--- src/rtl/rhpm_pkg.sv ---
// ----------------------------------------------------------------------------
// rhpm_pkg
// Shared widths, codes and interface types of the rolling hash matcher.
// ----------------------------------------------------------------------------
package rhpm_pkg;

    localparam int HASH_W    = 31;
    localparam int BYTE_W    = 8;
    localparam int COUNT_W   = 32;
    localparam int CMD_W     = 2;
    localparam int CFG_IDX_W = 2;

    localparam int MAX_PATTERN_DEF = 64;

    localparam logic [HASH_W-1:0] MODULUS_RESET = HASH_W'(1000007);
    localparam logic [HASH_W-1:0] BASE_RESET    = HASH_W'(2);
    localparam logic [HASH_W-1:0] MODULUS_MIN   = HASH_W'(2);

    typedef enum logic [CMD_W-1:0] {
        CMD_CLEAR   = 2'd0,
        CMD_PATTERN = 2'd1,
        CMD_TEXT    = 2'd2
    } cmd_t;

    typedef enum logic [CFG_IDX_W-1:0] {
        REG_MODULUS = 2'd0,
        REG_BASE    = 2'd1
    } reg_idx_t;

    // request to the serial multiply-add unit: (a*b + c) mod m
    typedef struct packed {
        logic              start;
        logic [HASH_W-1:0] a;
        logic [HASH_W-1:0] b;
        logic [BYTE_W-1:0] c;
    } mm_req_t;

    typedef struct packed {
        logic              done;
        logic [HASH_W-1:0] result;
    } mm_rsp_t;

endpackage

--- src/rtl/rhpm_ram.sv ---
// ----------------------------------------------------------------------------
// rhpm_ram
// Generic single write port, single read port RAM with registered read data.
// ----------------------------------------------------------------------------
module rhpm_ram #(
    parameter  int WIDTH  = 8,
    parameter  int DEPTH  = 64,
    localparam int ADDR_W = (DEPTH > 1) ? $clog2(DEPTH) : 1
) (
    input  logic              clk,
    input  logic              we,
    input  logic [ADDR_W-1:0] waddr,
    input  logic [WIDTH-1:0]  wdata,
    input  logic              re,
    input  logic [ADDR_W-1:0] raddr,
    output logic [WIDTH-1:0]  rdata
);

    logic [WIDTH-1:0] mem [DEPTH];
    logic [WIDTH-1:0] rdata_reg;

    always_ff @(posedge clk)
    begin
        if (we)
        begin
            mem[waddr] <= wdata;
        end
        if (re)
        begin
            rdata_reg <= mem[raddr];
        end
    end

    assign rdata = rdata_reg;

endmodule

--- src/rtl/rhpm_modmul.sv ---
// ----------------------------------------------------------------------------
// rhpm_modmul
// Bit-serial modular multiply-add: result = (a*b + c) mod m, one bit a cycle.
// ----------------------------------------------------------------------------
module rhpm_modmul (
    input  logic                      clk,
    input  logic                      rst_n,
    input  rhpm_pkg::mm_req_t         req,
    input  logic [rhpm_pkg::HASH_W-1:0] m,
    output rhpm_pkg::mm_rsp_t         rsp
);
    import rhpm_pkg::*;

    localparam int CNT_W = $clog2(HASH_W);

    typedef enum logic [4:0] {
        MM_IDLE  = 5'b00001,
        MM_RED_A = 5'b00010,
        MM_MUL   = 5'b00100,
        MM_RED_C = 5'b01000,
        MM_ADD   = 5'b10000
    } mm_state_t;

    mm_state_t         state_reg,  state_next;
    logic [HASH_W-1:0] acc_reg,    acc_next;
    logic [HASH_W-1:0] addend_reg, addend_next;
    logic [HASH_W-1:0] shift_reg,  shift_next;
    logic [HASH_W-1:0] b_reg,      b_next;
    logic [HASH_W-1:0] prod_reg,   prod_next;
    logic [BYTE_W-1:0] c_reg,      c_next;
    logic [CNT_W-1:0]  cnt_reg,    cnt_next;
    logic              done_reg,   done_next;
    logic [HASH_W-1:0] result_reg, result_next;

    logic [HASH_W+1:0] m_ext;
    logic [HASH_W+1:0] t0;
    logic [HASH_W+1:0] t1;
    logic [HASH_W+1:0] t2;
    logic [HASH_W-1:0] step_res;
    logic [HASH_W:0]   sum;
    logic [HASH_W:0]   sum_red;

    // acc <- (2*acc + bit*addend) mod m; acc and addend stay below m
    always_comb
    begin
        m_ext    = {2'b00, m};
        t0       = {1'b0, acc_reg, 1'b0} +
                   (shift_reg[HASH_W-1] ? {2'b00, addend_reg} : '0);
        t1       = (t0 >= m_ext) ? (t0 - m_ext) : t0;
        t2       = (t1 >= m_ext) ? (t1 - m_ext) : t1;
        step_res = t2[HASH_W-1:0];
        sum      = {1'b0, prod_reg} + {1'b0, acc_reg};
        sum_red  = (sum >= {1'b0, m}) ? (sum - {1'b0, m}) : sum;
    end

    always_comb
    begin
        state_next  = state_reg;
        acc_next    = acc_reg;
        addend_next = addend_reg;
        shift_next  = shift_reg;
        b_next      = b_reg;
        prod_next   = prod_reg;
        c_next      = c_reg;
        cnt_next    = cnt_reg;
        done_next   = 1'b0;
        result_next = result_reg;

        case (state_reg)
            MM_IDLE:
            begin
                if (req.start)
                begin
                    // reduce a first: multiply its bits by one
                    acc_next    = '0;
                    addend_next = HASH_W'(1);
                    shift_next  = req.a;
                    b_next      = req.b;
                    c_next      = req.c;
                    cnt_next    = CNT_W'(HASH_W - 1);
                    state_next  = MM_RED_A;
                end
            end
            MM_RED_A:
            begin
                acc_next   = step_res;
                shift_next = shift_reg << 1;
                cnt_next   = cnt_reg - 1'b1;
                if (cnt_reg == '0)
                begin
                    addend_next = step_res;
                    acc_next    = '0;
                    shift_next  = b_reg;
                    cnt_next    = CNT_W'(HASH_W - 1);
                    state_next  = MM_MUL;
                end
            end
            MM_MUL:
            begin
                acc_next   = step_res;
                shift_next = shift_reg << 1;
                cnt_next   = cnt_reg - 1'b1;
                if (cnt_reg == '0)
                begin
                    prod_next   = step_res;
                    acc_next    = '0;
                    addend_next = HASH_W'(1);
                    shift_next  = {c_reg, {(HASH_W - BYTE_W){1'b0}}};
                    cnt_next    = CNT_W'(BYTE_W - 1);
                    state_next  = MM_RED_C;
                end
            end
            MM_RED_C:
            begin
                acc_next   = step_res;
                shift_next = shift_reg << 1;
                cnt_next   = cnt_reg - 1'b1;
                if (cnt_reg == '0)
                begin
                    state_next = MM_ADD;
                end
            end
            MM_ADD:
            begin
                result_next = sum_red[HASH_W-1:0];
                done_next   = 1'b1;
                state_next  = MM_IDLE;
            end
            default:
            begin
                state_next = MM_IDLE;
            end
        endcase
    end

    always_ff @(posedge clk or negedge rst_n)
    begin
        if (!rst_n)
        begin
            state_reg <= MM_IDLE;
            done_reg  <= 1'b0;
        end
        else
        begin
            state_reg <= state_next;
            done_reg  <= done_next;
        end
    end

    always_ff @(posedge clk)
    begin
        acc_reg    <= acc_next;
        addend_reg <= addend_next;
        shift_reg  <= shift_next;
        b_reg      <= b_next;
        prod_reg   <= prod_next;
        c_reg      <= c_next;
        cnt_reg    <= cnt_next;
        result_reg <= result_next;
    end

    assign rsp.done   = done_reg;
    assign rsp.result = result_reg;

endmodule

--- src/rtl/rolling_hash_pattern_match_top.sv ---
// ----------------------------------------------------------------------------
// rolling_hash_pattern_match_top
// Streaming rolling hash matcher: pattern hash, windowed text hash, one
// result per text byte.
// ----------------------------------------------------------------------------
//  channel  | handshake              | payload
//  ---------+------------------------+------------------------------------------
//  in       | in_valid / in_stall    | command, data_byte
//  out      | out_valid / out_stall  | window_full, hash_match, match_start,
//           |                        | window_hash
//  cfg      | cfg_valid / cfg_ready  | cfg_index, cfg_data
//
//  Every hash step runs on one bit-serial multiply-add unit (start, reduce a,
//  multiply by b, reduce c, add, done). in_stall after an accepted request:
//  first pattern byte for its hash step, later ones for hash and power steps;
//  text byte for reduce and hash steps, plus the drop of the oldest byte once
//  the window is full; clear and ignored requests: none. A text byte holds
//  while out_stall holds the previous result. Reset and clear touch only registers.
// ----------------------------------------------------------------------------
module rolling_hash_pattern_match_top #(
    parameter int MAX_PATTERN = rhpm_pkg::MAX_PATTERN_DEF
) (
    input  logic                         clk,
    input  logic                         rst_n,
    input  logic                         in_valid,
    output logic                         in_stall,
    input  logic [rhpm_pkg::CMD_W-1:0]   command,
    input  logic [rhpm_pkg::BYTE_W-1:0]  data_byte,
    output logic                         out_valid,
    input  logic                         out_stall,
    output logic                         window_full,
    output logic                         hash_match,
    output logic [rhpm_pkg::COUNT_W-1:0] match_start,
    output logic [rhpm_pkg::HASH_W-1:0]  window_hash,
    input  logic                         cfg_valid,
    output logic                         cfg_ready,
    input  logic [rhpm_pkg::CFG_IDX_W-1:0] cfg_index,
    input  logic [rhpm_pkg::HASH_W-1:0]  cfg_data
);
    import rhpm_pkg::*;

    localparam int PCNT_W = $clog2(MAX_PATTERN + 1);
    localparam int RING_W = (MAX_PATTERN > 1) ? $clog2(MAX_PATTERN) : 1;

    localparam logic [PCNT_W-1:0]  PCNT_MAX  = PCNT_W'(MAX_PATTERN);
    localparam logic [RING_W-1:0]  RING_LAST = RING_W'(MAX_PATTERN - 1);
    localparam logic [COUNT_W-1:0] COUNT_SAT = '1;

    typedef enum logic [7:0] {
        S_IDLE     = 8'b0000_0001,
        S_PAT_HASH = 8'b0000_0010,
        S_PAT_POW  = 8'b0000_0100,
        S_TXT_RED  = 8'b0000_1000,
        S_TXT_RD   = 8'b0001_0000,
        S_TXT_DROP = 8'b0010_0000,
        S_TXT_HASH = 8'b0100_0000,
        S_EMIT     = 8'b1000_0000
    } state_t;

    state_t             state_reg,   state_next;
    logic [HASH_W-1:0]  modulus_reg, modulus_next;
    logic [HASH_W-1:0]  base_reg,    base_next;
    logic [HASH_W-1:0]  ph_reg,      ph_next;
    logic [HASH_W-1:0]  th_reg,      th_next;
    logic [HASH_W-1:0]  lp_reg,      lp_next;
    logic [HASH_W-1:0]  work_reg,    work_next;
    logic [PCNT_W-1:0]  pcount_reg,  pcount_next;
    logic [COUNT_W-1:0] tcount_reg,  tcount_next;
    logic [RING_W-1:0]  ring_reg,    ring_next;
    logic [BYTE_W-1:0]  byte_reg,    byte_next;
    mm_req_t            mm_req_reg,  mm_req_next;

    logic               out_valid_reg,   out_valid_next;
    logic               window_full_reg, window_full_next;
    logic               hash_match_reg,  hash_match_next;
    logic [COUNT_W-1:0] match_start_reg, match_start_next;
    logic [HASH_W-1:0]  window_hash_reg, window_hash_next;

    mm_rsp_t            mm_rsp;
    logic [HASH_W-1:0]  m_eff;
    logic [COUNT_W-1:0] len_ext;
    logic               window_ready;
    logic [COUNT_W-1:0] tcount_inc;
    logic [PCNT_W-1:0]  ring_ext;
    logic [PCNT_W-1:0]  old_ext;
    logic [RING_W-1:0]  old_pos;
    logic [RING_W-1:0]  ring_inc;
    logic [HASH_W-1:0]  sub_res;
    logic               ram_we;
    logic               ram_re;
    logic [BYTE_W-1:0]  ram_rdata;
    logic               out_free;
    logic               full_now;

    rhpm_modmul u_modmul (
        .clk   (clk),
        .rst_n (rst_n),
        .req   (mm_req_reg),
        .m     (m_eff),
        .rsp   (mm_rsp)
    );

    rhpm_ram #(
        .WIDTH (BYTE_W),
        .DEPTH (MAX_PATTERN)
    ) u_window_ram (
        .clk   (clk),
        .we    (ram_we),
        .waddr (ring_reg),
        .wdata (byte_reg),
        .re    (ram_re),
        .raddr (old_pos),
        .rdata (ram_rdata)
    );

    always_comb
    begin
        m_eff        = (modulus_reg < MODULUS_MIN) ? MODULUS_MIN : modulus_reg;
        len_ext      = COUNT_W'(pcount_reg);
        window_ready = (tcount_reg >= len_ext);
        tcount_inc   = (tcount_reg == COUNT_SAT) ? tcount_reg : (tcount_reg + 1'b1);
        ring_ext     = PCNT_W'(ring_reg);
        old_ext      = (ring_ext >= pcount_reg) ? (ring_ext - pcount_reg)
                                                : (ring_ext + (PCNT_MAX - pcount_reg));
        old_pos      = old_ext[RING_W-1:0];
        ring_inc     = (ring_reg == RING_LAST) ? '0 : (ring_reg + 1'b1);
        // (reduced text hash - dropped term) mod m
        sub_res      = (work_reg >= mm_rsp.result) ? (work_reg - mm_rsp.result)
                                                   : (work_reg + (m_eff - mm_rsp.result));
        out_free     = !out_valid_reg || !out_stall;
        full_now     = (pcount_reg != '0) && window_ready;
    end

    assign ram_re = (state_reg == S_TXT_RED) && mm_rsp.done && window_ready;
    assign ram_we = (state_reg == S_TXT_HASH) && mm_rsp.done;

    // configuration registers
    always_comb
    begin
        modulus_next = modulus_reg;
        base_next    = base_reg;
        if (cfg_valid)
        begin
            case (cfg_index)
                REG_MODULUS: modulus_next = cfg_data;
                REG_BASE:    base_next    = cfg_data;
                default:     ;
            endcase
        end
    end

    always_comb
    begin
        state_next        = state_reg;
        ph_next           = ph_reg;
        th_next           = th_reg;
        lp_next           = lp_reg;
        work_next         = work_reg;
        pcount_next       = pcount_reg;
        tcount_next       = tcount_reg;
        ring_next         = ring_reg;
        byte_next         = byte_reg;
        mm_req_next       = mm_req_reg;
        mm_req_next.start = 1'b0;
        window_full_next  = window_full_reg;
        hash_match_next   = hash_match_reg;
        match_start_next  = match_start_reg;
        window_hash_next  = window_hash_reg;
        out_valid_next    = out_valid_reg && out_stall;

        case (state_reg)
            S_IDLE:
            begin
                if (in_valid)
                begin
                    case (command)
                        CMD_CLEAR:
                        begin
                            ph_next     = '0;
                            th_next     = '0;
                            lp_next     = HASH_W'(1);
                            pcount_next = '0;
                            tcount_next = '0;
                            ring_next   = '0;
                        end
                        CMD_PATTERN:
                        begin
                            // drop pattern bytes once text started or pattern full
                            if ((tcount_reg == '0) && (pcount_reg < PCNT_MAX))
                            begin
                                mm_req_next = '{start: 1'b1, a: ph_reg, b: base_reg,
                                                c: data_byte};
                                state_next  = S_PAT_HASH;
                            end
                        end
                        CMD_TEXT:
                        begin
                            if (pcount_reg == '0)
                            begin
                                tcount_next = tcount_inc;
                                state_next  = S_EMIT;
                            end
                            else
                            begin
                                byte_next   = data_byte;
                                mm_req_next = '{start: 1'b1, a: th_reg, b: HASH_W'(1),
                                                c: '0};
                                state_next  = S_TXT_RED;
                            end
                        end
                        default: ;
                    endcase
                end
            end
            S_PAT_HASH:
            begin
                if (mm_rsp.done)
                begin
                    ph_next = mm_rsp.result;
                    if (pcount_reg != '0)
                    begin
                        mm_req_next = '{start: 1'b1, a: lp_reg, b: base_reg, c: '0};
                        state_next  = S_PAT_POW;
                    end
                    else
                    begin
                        lp_next     = HASH_W'(1);
                        pcount_next = pcount_reg + 1'b1;
                        state_next  = S_IDLE;
                    end
                end
            end
            S_PAT_POW:
            begin
                if (mm_rsp.done)
                begin
                    lp_next     = mm_rsp.result;
                    pcount_next = pcount_reg + 1'b1;
                    state_next  = S_IDLE;
                end
            end
            S_TXT_RED:
            begin
                if (mm_rsp.done)
                begin
                    work_next = mm_rsp.result;
                    if (window_ready)
                    begin
                        state_next = S_TXT_RD;
                    end
                    else
                    begin
                        mm_req_next = '{start: 1'b1, a: mm_rsp.result, b: base_reg,
                                        c: byte_reg};
                        state_next  = S_TXT_HASH;
                    end
                end
            end
            S_TXT_RD:
            begin
                // oldest byte is in the RAM read register now
                mm_req_next = '{start: 1'b1, a: lp_reg, b: HASH_W'(ram_rdata), c: '0};
                state_next  = S_TXT_DROP;
            end
            S_TXT_DROP:
            begin
                if (mm_rsp.done)
                begin
                    mm_req_next = '{start: 1'b1, a: sub_res, b: base_reg, c: byte_reg};
                    state_next  = S_TXT_HASH;
                end
            end
            S_TXT_HASH:
            begin
                if (mm_rsp.done)
                begin
                    th_next     = mm_rsp.result;
                    ring_next   = ring_inc;
                    tcount_next = tcount_inc;
                    state_next  = S_EMIT;
                end
            end
            S_EMIT:
            begin
                // hold until the output register is free
                if (out_free)
                begin
                    out_valid_next   = 1'b1;
                    window_full_next = full_now;
                    hash_match_next  = full_now && (th_reg == ph_reg);
                    if (!full_now)
                    begin
                        match_start_next = '0;
                    end
                    else if (tcount_reg == COUNT_SAT)
                    begin
                        match_start_next = COUNT_SAT;
                    end
                    else
                    begin
                        match_start_next = tcount_reg - len_ext;
                    end
                    window_hash_next = (pcount_reg != '0) ? th_reg : '0;
                    state_next       = S_IDLE;
                end
            end
            default:
            begin
                state_next = S_IDLE;
            end
        endcase
    end

    always_ff @(posedge clk or negedge rst_n)
    begin
        if (!rst_n)
        begin
            state_reg     <= S_IDLE;
            modulus_reg   <= MODULUS_RESET;
            base_reg      <= BASE_RESET;
            ph_reg        <= '0;
            th_reg        <= '0;
            lp_reg        <= HASH_W'(1);
            pcount_reg    <= '0;
            tcount_reg    <= '0;
            ring_reg      <= '0;
            mm_req_reg    <= '0;
            out_valid_reg <= 1'b0;
        end
        else
        begin
            state_reg     <= state_next;
            modulus_reg   <= modulus_next;
            base_reg      <= base_next;
            ph_reg        <= ph_next;
            th_reg        <= th_next;
            lp_reg        <= lp_next;
            pcount_reg    <= pcount_next;
            tcount_reg    <= tcount_next;
            ring_reg      <= ring_next;
            mm_req_reg    <= mm_req_next;
            out_valid_reg <= out_valid_next;
        end
    end

    always_ff @(posedge clk)
    begin
        work_reg        <= work_next;
        byte_reg        <= byte_next;
        window_full_reg <= window_full_next;
        hash_match_reg  <= hash_match_next;
        match_start_reg <= match_start_next;
        window_hash_reg <= window_hash_next;
    end

    assign in_stall    = (state_reg != S_IDLE);
    assign cfg_ready   = 1'b1;
    assign out_valid   = out_valid_reg;
    assign window_full = window_full_reg;
    assign hash_match  = hash_match_reg;
    assign match_start = match_start_reg;
    assign window_hash = window_hash_reg;

endmodule
--- config.mk ---
export PLATFORM = sky130hd
export DESIGN_NAME = rolling_hash_pattern_match_top
export DESIGN_NICKNAME = d
export VERILOG_FILES = /design/src/rtl/rhpm_pkg.sv /design/src/rtl/rhpm_ram.sv /design/src/rtl/rhpm_modmul.sv /design/src/rtl/rolling_hash_pattern_match_top.sv
export SDC_FILE = /design/constraint.sdc
export NUM_CORES = 2
export LEC_CHECK = 0
export BUFFER_PORTS_ARGS = -buffer_cell sky130_fd_sc_hd__clkbuf_2
export CORE_AREA = 2 2 313 315
export CTS_CLUSTER_DIAMETER = 200
export CTS_CLUSTER_SIZE = 25
export DETAILED_ROUTE_END_ITERATION = 8
export DIE_AREA = 0 0 315 317
export PLACE_DENSITY = 0.72
export SLEW_MARGIN = 40
export SYNTH_ARGS = -nofsm -noshare
export SYNTH_HDL_FRONTEND = slang
export SYNTH_SLANG_ARGS = --single-unit
--- constraint.sdc ---
create_clock -name clk -period 25.3 [get_ports clk]
set_input_delay 1.265 -clock clk [delete_from_list [all_inputs] [get_ports clk]]
set_output_delay 1.265 -clock clk [all_outputs]
set_load 0.03 [all_outputs]
* Yosys cells after proc, flatten, opt, wreduce, memory -nomap -nowiden
Memories as Yosys holds them, arrays and structs flattened. A register that Yosys moved wholly into a read port is not among the register bits.
Cells that the tools add are included.
** Cells by class
- $add $sub $neg :: 16
- Multipliers :: 0
- Divide/modulo/power cells :: 0
- Order comparisons :: 8
- Equal/unequal tests :: 40
- Shifts and indexed selects :: 0
- Muxes and demuxes :: 83
- Bitwise gates (word level) :: 1
- Reduce and logical (&&, ||, !) cells :: 41
** Operators by type and width (number)
- 31-bit two-way mux :: 20
- 71-bit two-way mux :: 8
- 71-bit one-hot mux with 5 select lines :: 1
- 31-bit one-hot mux with 3 select lines :: 3
- 32-bit two-way mux :: 5
- 71-bit one-hot mux with 2 select lines :: 1
- 32-bit one-hot mux with 2 select lines :: 2
- 31-bit one-hot mux with 2 select lines :: 2
- 31-bit one-hot mux with 4 select lines :: 1
- 31-bit subtractor :: 4
- 8-bit two-way mux :: 9
- 33-bit by 31-bit greater-or-equal comparator with 1-bit output :: 2
- 8-bit one-hot mux with 8 select lines :: 1
- 7-bit two-way mux :: 6
- 5-bit one-hot mux with 4 select lines :: 2
- 5-bit two-way mux :: 7
- 32-bit by 33-bit adder with 33-bit output :: 1
- 33-bit two-way mux :: 1
- 33-bit by 31-bit subtractor with 33-bit output :: 1
- 31-bit by 31-bit adder with 32-bit output :: 1
- 32-bit by 1-bit adder with 32-bit output (second input constant) :: 1
- 32-bit == test (second input constant) :: 1
- 32-bit by 31-bit greater-or-equal comparator with 1-bit output :: 1
- 32-bit by 7-bit greater-or-equal comparator with 1-bit output :: 1
- 60 further kinds :: 107
** Word-level totals
- Bits in registers :: 589
- Bits in latches :: 0
- RAM bits :: 512
- Memory bits (read-only) :: 0
- Output and inout port bits :: 68
- Memories kept :: 1
** Memories
- u_window_ram.mem :: words 64, width 8, rd ports 1, clocked after memory_dff 1, wr ports 1, RTL line rhpm_ram.sv:19 : logic [WIDTH-1:0] mem [DEPTH];

* Logic depth before layout (Yosys ltp)
- Depth after elaboration :: 8
- Depth in mapped cells :: 39
- Mapped depth without buffers :: 34

* Cells and area by module
From an unflattened synthesis, not the netlist that was laid out.
** Second synthesis, totals
- Cell total of the unflattened synthesis :: 5023
- Area total of the unflattened synthesis :: 59112.9 µm²
** Modules (own cells, without submodules)
- rolling_hash_pattern_match_top :: instances 1, cells an instance 2242, area an instance 21858.5 µm², sequential area each 10146.0 µm²
- rhpm_ram :: instances 1, cells an instance 972, area an instance 20270.7 µm², sequential area each 15615.0 µm²
- rhpm_modmul :: instances 1, cells an instance 1809, area an instance 16983.8 µm², sequential area each 6127.1 µm²

* Worst setup path before layout
Ideal clock, no wire load.
- Path type :: register to register
- From :: register u_modmul.shift_reg[30]
- To :: register u_modmul.acc_reg[29], data pin
- Library setup time :: 0.265 ns
- Arrival :: 7.968 ns
- Data required time :: 25.035 ns
- Setup slack :: 17.067 ns
- Cell stages (with the launch flop) :: 37
- Buffers on the path :: 5
- Clock period less this slack :: 8.233 ns
- Cell sequence :: edfxtp_1 -> clkbuf_1 -> and2_1 -> ha_1 -> a21o_1 -> or3_1 -> o211a_1 -> a211oi_1 -> nor3_1 -> nor2_1 -> a311oi_1 -> xnor2_1 -> ha_1 -> clkbuf_1 -> nand2_1 -> o211ai_1 -> a41o_1 -> or3b_1 -> o21ai_2 -> o211ai_1 -> or3b_1 -> clkbuf_1 -> buf_2 -> mux2_2 -> ha_1 -> or4_1 -> o21ai_1 -> a31oi_1 -> a221oi_2 -> o21ai_1 -> a31oi_1 -> o21a_1 -> o21ai_1 -> a31oi_1 -> buf_4 -> mux2i_1 -> nor2_1
** On the way
- Cells in the longest elaborated chain, start to end :: 8
- Elaborated cells between the ends (all ways) :: 10
- Those cells by class :: add/sub: 3; order compare: 2; mux: 5
** RTL lines
- start: declaration :: RTL line rhpm_modmul.sv:27 : logic [HASH_W-1:0] shift_reg, shift_next;
- start signal: assignment :: RTL line rhpm_modmul.sv:154 : shift_reg <= shift_next;
- 31-bit two-way mux (*) :: RTL line rhpm_modmul.sv:48 : (shift_reg[HASH_W-1] ? {2'b00, addend_reg} : '0);
- 32-bit by 33-bit adder with 33-bit output (*) :: RTL line rhpm_modmul.sv:47 : t0 = {1'b0, acc_reg, 1'b0} +
- 33-bit by 31-bit subtractor with 33-bit output / 33-bit by 31-bit greater-or-equal comparator with 1-bit output (equally long branches) :: RTL line rhpm_modmul.sv:49 : t1 = (t0 >= m_ext) ? (t0 - m_ext) : t0;
- 33-bit two-way mux (*) :: RTL line rhpm_modmul.sv:49
- 31-bit subtractor / 33-bit by 31-bit greater-or-equal comparator with 1-bit output (equally long branches) :: RTL line rhpm_modmul.sv:50 : t2 = (t1 >= m_ext) ? (t1 - m_ext) : t1;
- 31-bit two-way mux (*) :: RTL line rhpm_modmul.sv:50
- 31-bit two-way mux :: RTL line rhpm_modmul.sv:89, rhpm_modmul.sv:103
- 31-bit one-hot mux with 3 select lines (*) :: RTL line rhpm_modmul.sv:69 : case (state_reg)
- net u_modmul.acc_next[29] :: RTL line rhpm_modmul.sv:25 : logic [HASH_W-1:0] acc_reg, acc_next;
- end signal: assignment :: RTL line rhpm_modmul.sv:152 : acc_reg <= acc_next;
- end: declaration :: RTL line rhpm_modmul.sv:25
Mark *: on every way through the listed nets, which the timed path passes. The rest lies on a longest branch.
A chain may end at the register's enable or synchronous reset.

* Final worst setup path
- From :: register u_modmul.shift_reg[30]
- To :: register u_modmul.addend_reg[3], data pin
** On the way
- Cells in the longest elaborated chain, start to end :: 8
- Elaborated cells between the ends (all ways) :: 10
- Those cells by class :: add/sub: 3; order compare: 2; mux: 5
** RTL lines
- 31-bit two-way mux (*) :: RTL line rhpm_modmul.sv:48
- 32-bit by 33-bit adder with 33-bit output (*) :: RTL line rhpm_modmul.sv:47
- 33-bit by 31-bit subtractor with 33-bit output / 33-bit by 31-bit greater-or-equal comparator with 1-bit output (equally long branches) :: RTL line rhpm_modmul.sv:49
- 33-bit two-way mux (*) :: RTL line rhpm_modmul.sv:49
- 31-bit subtractor / 33-bit by 31-bit greater-or-equal comparator with 1-bit output (equally long branches) :: RTL line rhpm_modmul.sv:50
- 31-bit two-way mux (*) :: RTL line rhpm_modmul.sv:50
- 31-bit two-way mux (*) :: RTL line rhpm_modmul.sv:89 : if (cnt_reg == '0)
- 31-bit one-hot mux with 3 select lines (*) :: RTL line rhpm_modmul.sv:69
- end signal: assignment :: RTL line rhpm_modmul.sv:153 : addend_reg <= addend_next;
- end: declaration :: RTL line rhpm_modmul.sv:26 : logic [HASH_W-1:0] addend_reg, addend_next;
Every way passes the cells marked *; elsewhere a longest branch is shown, timed or not. The select of a mux whose other input is x is not followed.

==> tab_implementation.tex <==
\begin{tabular}{lr}
\hline
Metric & Value \\
\hline
\multicolumn{2}{l}{\textbf{Floorplanning}} \\
\quad Rows & 114 \\
\quad Core Region & slightly below 100000 um2 \\
\quad Die outline width & $\sim$320 um \\
\quad Count of pins on the block boundary & 116 \\
\quad Full die area & 99900 um2 \\
\quad Starting density of the core & roughly 60\% \\
\quad Die height & about 320 um \\
\multicolumn{2}{l}{\textbf{Timing}} \\
\quad Maximum clock frequency & $\sim$98 MHz \\
\quad Part of the cycle the worst path needs & 40.4\% \\
\quad Max Transition Viols Final & 0 \\
\quad Setup TNS & 0 ns \\
\quad Post-layout min period & between 10 and 15 ns \\
\quad Max-slew headroom at the worst pin & about 34\% \\
\quad Layout Skew & about 0.06 ns \\
\quad Final hold violation count & 0 \\
\quad Setup Viol. Count Final & 0 \\
\quad Worst-Margin Slew & roughly 1 ns \\
\quad Setup repair after global routing missed its margin & false \\
\multicolumn{2}{l}{\textbf{Finish}} \\
\quad Number of flip-flops under the largest register name & between 500 and 600 \\
\quad Most frequent standard cell in the layout excluding fill and tap cells & edfxtp\_1 \\
\quad Proportion of layout cells with a drive suffix above 1 & about an eighth \\
\quad Layout net count & 5048 \\
\quad Commonest cells after routing, fill and taps aside & edfxtp\_1 (823), nor2\_1 (424), nand2\_1 (362), dfrtp\_1 (272), inv\_1 (256) \\
\quad Layout overhead on the synthesized area & 6.65\% \\
\quad Post-route core utilization & a little under two thirds \\
\multicolumn{2}{l}{\textbf{Status}} \\
\quad Status & finished, final reports clean \\
\multicolumn{2}{l}{\textbf{Critical path}} \\
\quad CP Class & flop to flop \\
\quad Library cell contributing the largest single delay on the critical path & or3b\_1 \\
\quad Setup crit end kind & flop \\
\quad Launching element type of the critical path & flop \\
\quad Data required, critical path & about 26 ns \\
\quad Crit Path Max Fanout & 31 \\
\quad Peak per-stage delay on the critical path & 0.68 ns \\
\quad Arrival time at the worst endpoint & about 11 ns \\
\multicolumn{2}{l}{\textbf{Global routing}} \\
\quad Number of global-route vias before repair & roughly 37000 \\
\quad Largest net degree at the start of global routing & 74 \\
\quad Global route total overflow & 0 \\
\quad Number of antenna violations at the first check in global routing & 5 \\
\quad Global-route wire length before repair & 232000 um \\
\quad GRT Resource Usage Total & between 30\% and 40\% \\
\multicolumn{2}{l}{\textbf{Power}} \\
\quad Maximum vdd ir drop & around 240 uV \\
\quad Power density cells & roughly 130 nW/um2 \\
\quad Reported leakage power & between 20 and 25 nW \\
\multicolumn{2}{l}{\textbf{Logic synthesis}} \\
\quad Gate count after technology mapping & 4683 \\
\quad Top FF cell, synth & edfxtp\_1 \\
\quad Largest area contributor in the netlist & edfxtp\_1 \\
\quad Most area-consuming cells after synthesis & edfxtp\_1 (43\%), dfrtp\_1 (12\%), mux4\_2 (6.3\%) \\
\quad Number of register bits inferred by synthesis & $\sim$1100 \\
\quad Yosys warnings & 0 \\
\quad Async set-or-reset flop fraction in the synthesized netlist & between 20\% and 30\% \\
\quad EDFF count, synth & slightly above 800 \\
\quad Average size of a mapped cell & roughly 12 um2 \\
\quad Area fraction of the dominant cell type after synthesis & a little over two fifths \\
\quad Number of library cell types mapped by synthesis & 96 \\
\quad Net count after synthesis & about 5000 \\
\quad Sequential fraction of the synthesis area & a little under three fifths \\
\quad Summed instance area of the synthesized netlist & between 50000 and 60000 um2 \\
\multicolumn{2}{l}{\textbf{Clocking}} \\
\quad CTS root buf & clkbuf\_16 \\
\quad Inserted Clock Buffers & 50 \\
\quad Clock insertion delay at the later pin of the skew report & 0.72 ns \\
\quad TritonCTS clock tree & done \\
\quad Count of clock tree sinks & 1109 \\
\quad Post-CTS Hold Buffers & 0 \\
\quad Buffers inserted during post-CTS setup optimization & 0 \\
\quad Clock transition at the register clock pins on the worst setup and hold paths after CTS & roughly 0.12 ns \\
\quad Bufs on Longest Clock Path & 3 \\
\quad Resized cells post-CTS & 0 \\
\quad Number of H-tree levels & 2 \\
\multicolumn{2}{l}{\textbf{Place}} \\
\quad Last weighted congestion value of the routability-driven placer & approximately 0.95 \\
\quad Port Buffers & between 100 and 150 \\
\quad HPWL reported at the end of detailed placement & about 110000 um \\
\multicolumn{2}{l}{\textbf{Route}} \\
\quad Total number of vias & 38876 \\
\quad Routed via count divided by cell count & 6.45 \\
\quad Wire per inst & between 20 and 30 um \\
\quad Routed Antenna Nets & 0 \\
\quad Number of DRC markers after the initial detailed-route iteration & 4402 \\
\quad Final wirelength & $\sim$150000 um \\
\quad Initial DRT Pass Iterations & 7 \\
\quad DRC violations left & 0 \\
\multicolumn{2}{l}{\textbf{Min path}} \\
\quad Class of the worst hold path & input port to async pin \\
\multicolumn{2}{l}{\textbf{Job}} \\
\quad Max-cap violations & 0 \\
\hline
\end{tabular}
-- cell families (layout without fill, tap and decap cells) --
logic type	Yosys count	after routing	synth area share, %
and+or+nand+nor	1301	1301	10.5
DFF	1109	1109	55.5
AOI/OAI and AO/OA	961	961	11.3
buffers and inverters	461	532	3.08
muxes	299	299	8.92
xor gates and xnor gates	276	276	4.22
adders and majority gates	275	275	6.49
other	1	2	0.00653
-- area by class of cell --
type	instances	area [um2]
clock buffers	77	1350
well taps	1276	1600
clock inverters	4	85.1
flip-flops and latches	1109	31900
repair buffers	190	1310
fillers	7339	35000
inverters	261	980
diodes	1	2.50
multi-input cells	3113	24000
-- cell usage after synthesis (28+ instances only) --
cell type / number
a21oi_1: 227
nand4_1: 42
o21a_1: 39
a22o_1: 62
and3_1: 29
mux4_2: 160
a221oi_1: 79
clkbuf_1: 157
o31ai_1: 40
xnor2_1: 155
mux2_2: 67
nor2b_1: 33
nor4_1: 33
nor2_1: 438
fa_1: 38
a21o_1: 102
nor3_1: 53
nand3_1: 113
nand2_1: 363
inv_1: 257
a31oi_1: 45
xor2_1: 120
dfrtp_1: 272
mux2i_1: 42
o21ai_1: 53
nand2b_1: 36
and2_1: 76
o21bai_1: 35
ha_1: 237
o21ai_0: 127
edfxtp_1: 823
mux2_1: 28
-- critical path: cells and delay by family (launching register included) --
kind | cells | cell delay, ns
compound gates | 16 | 3.84
xor+xnor | 1 | 0.33
fa+ha+maj | 3 | 1.10
buf+inv | 2 | 0.77
flops | 1 | 0.39
mux | 2 | 0.81
simple gates | 9 | 2.64
-- final timing paths --
kind	from	endpoint	slack, ns	cells past startpoint
setup / recovery	u_modmul.shift_reg[30]$_DFFE_PP_	u_modmul.addend_reg[3]$_SDFFCE_PN0P_	15.07	33
hold / removal	rst_n	tcount_reg[18]$_DFFE_PN0P_	0.44	1
setup reg to reg	u_modmul.shift_reg[30]$_DFFE_PP_	u_modmul.addend_reg[3]$_SDFFCE_PN0P_	15.07	33
hold reg to reg	mm_req_reg[8]$_DFFE_PN0P_	u_modmul.b_reg[0]$_DFFE_PP_	0.44	0
max in group asynchronous	rst_n	base_reg[2]$_DFFE_PN0P_	22.53	4
min in group clk	mm_req_reg[8]$_DFFE_PN0P_	u_modmul.b_reg[0]$_DFFE_PP_	0.44	0
-- power by group --
part / internal (mW) / leakage (nW) / switching, mW
clock: 0.377 / 0.683 / 0.572
sequential: 2.25 / 11.2 / 0.0927
combinational: 2.04 / 11.8 / 2.92
-- per-stage QoR --
stage                     std cells  cell area [um2]  setup WS (ns)  hold WS (ns)  total power [mW]
after floorplan                4683            57400          17.07         0.425              6.03
after global placement         5940            59600          15.49         0.428              7.18
after detailed placement       5949            59800          15.28         0.433              7.25
after CTS                      6030            61200          15.22         0.427              8.21
after global routing           6031            61300          14.54         0.440              8.77
final                          6031            61300          15.07         0.438              8.25
-- layer usage --
metal  track usage (%)  share of wire [%]
met4              11.0                3.8
met2              47.7                 45
met3              4.16                8.4
met1              45.4                 42
met5                 0              0.027
Power figures use the tool's default switching activity.
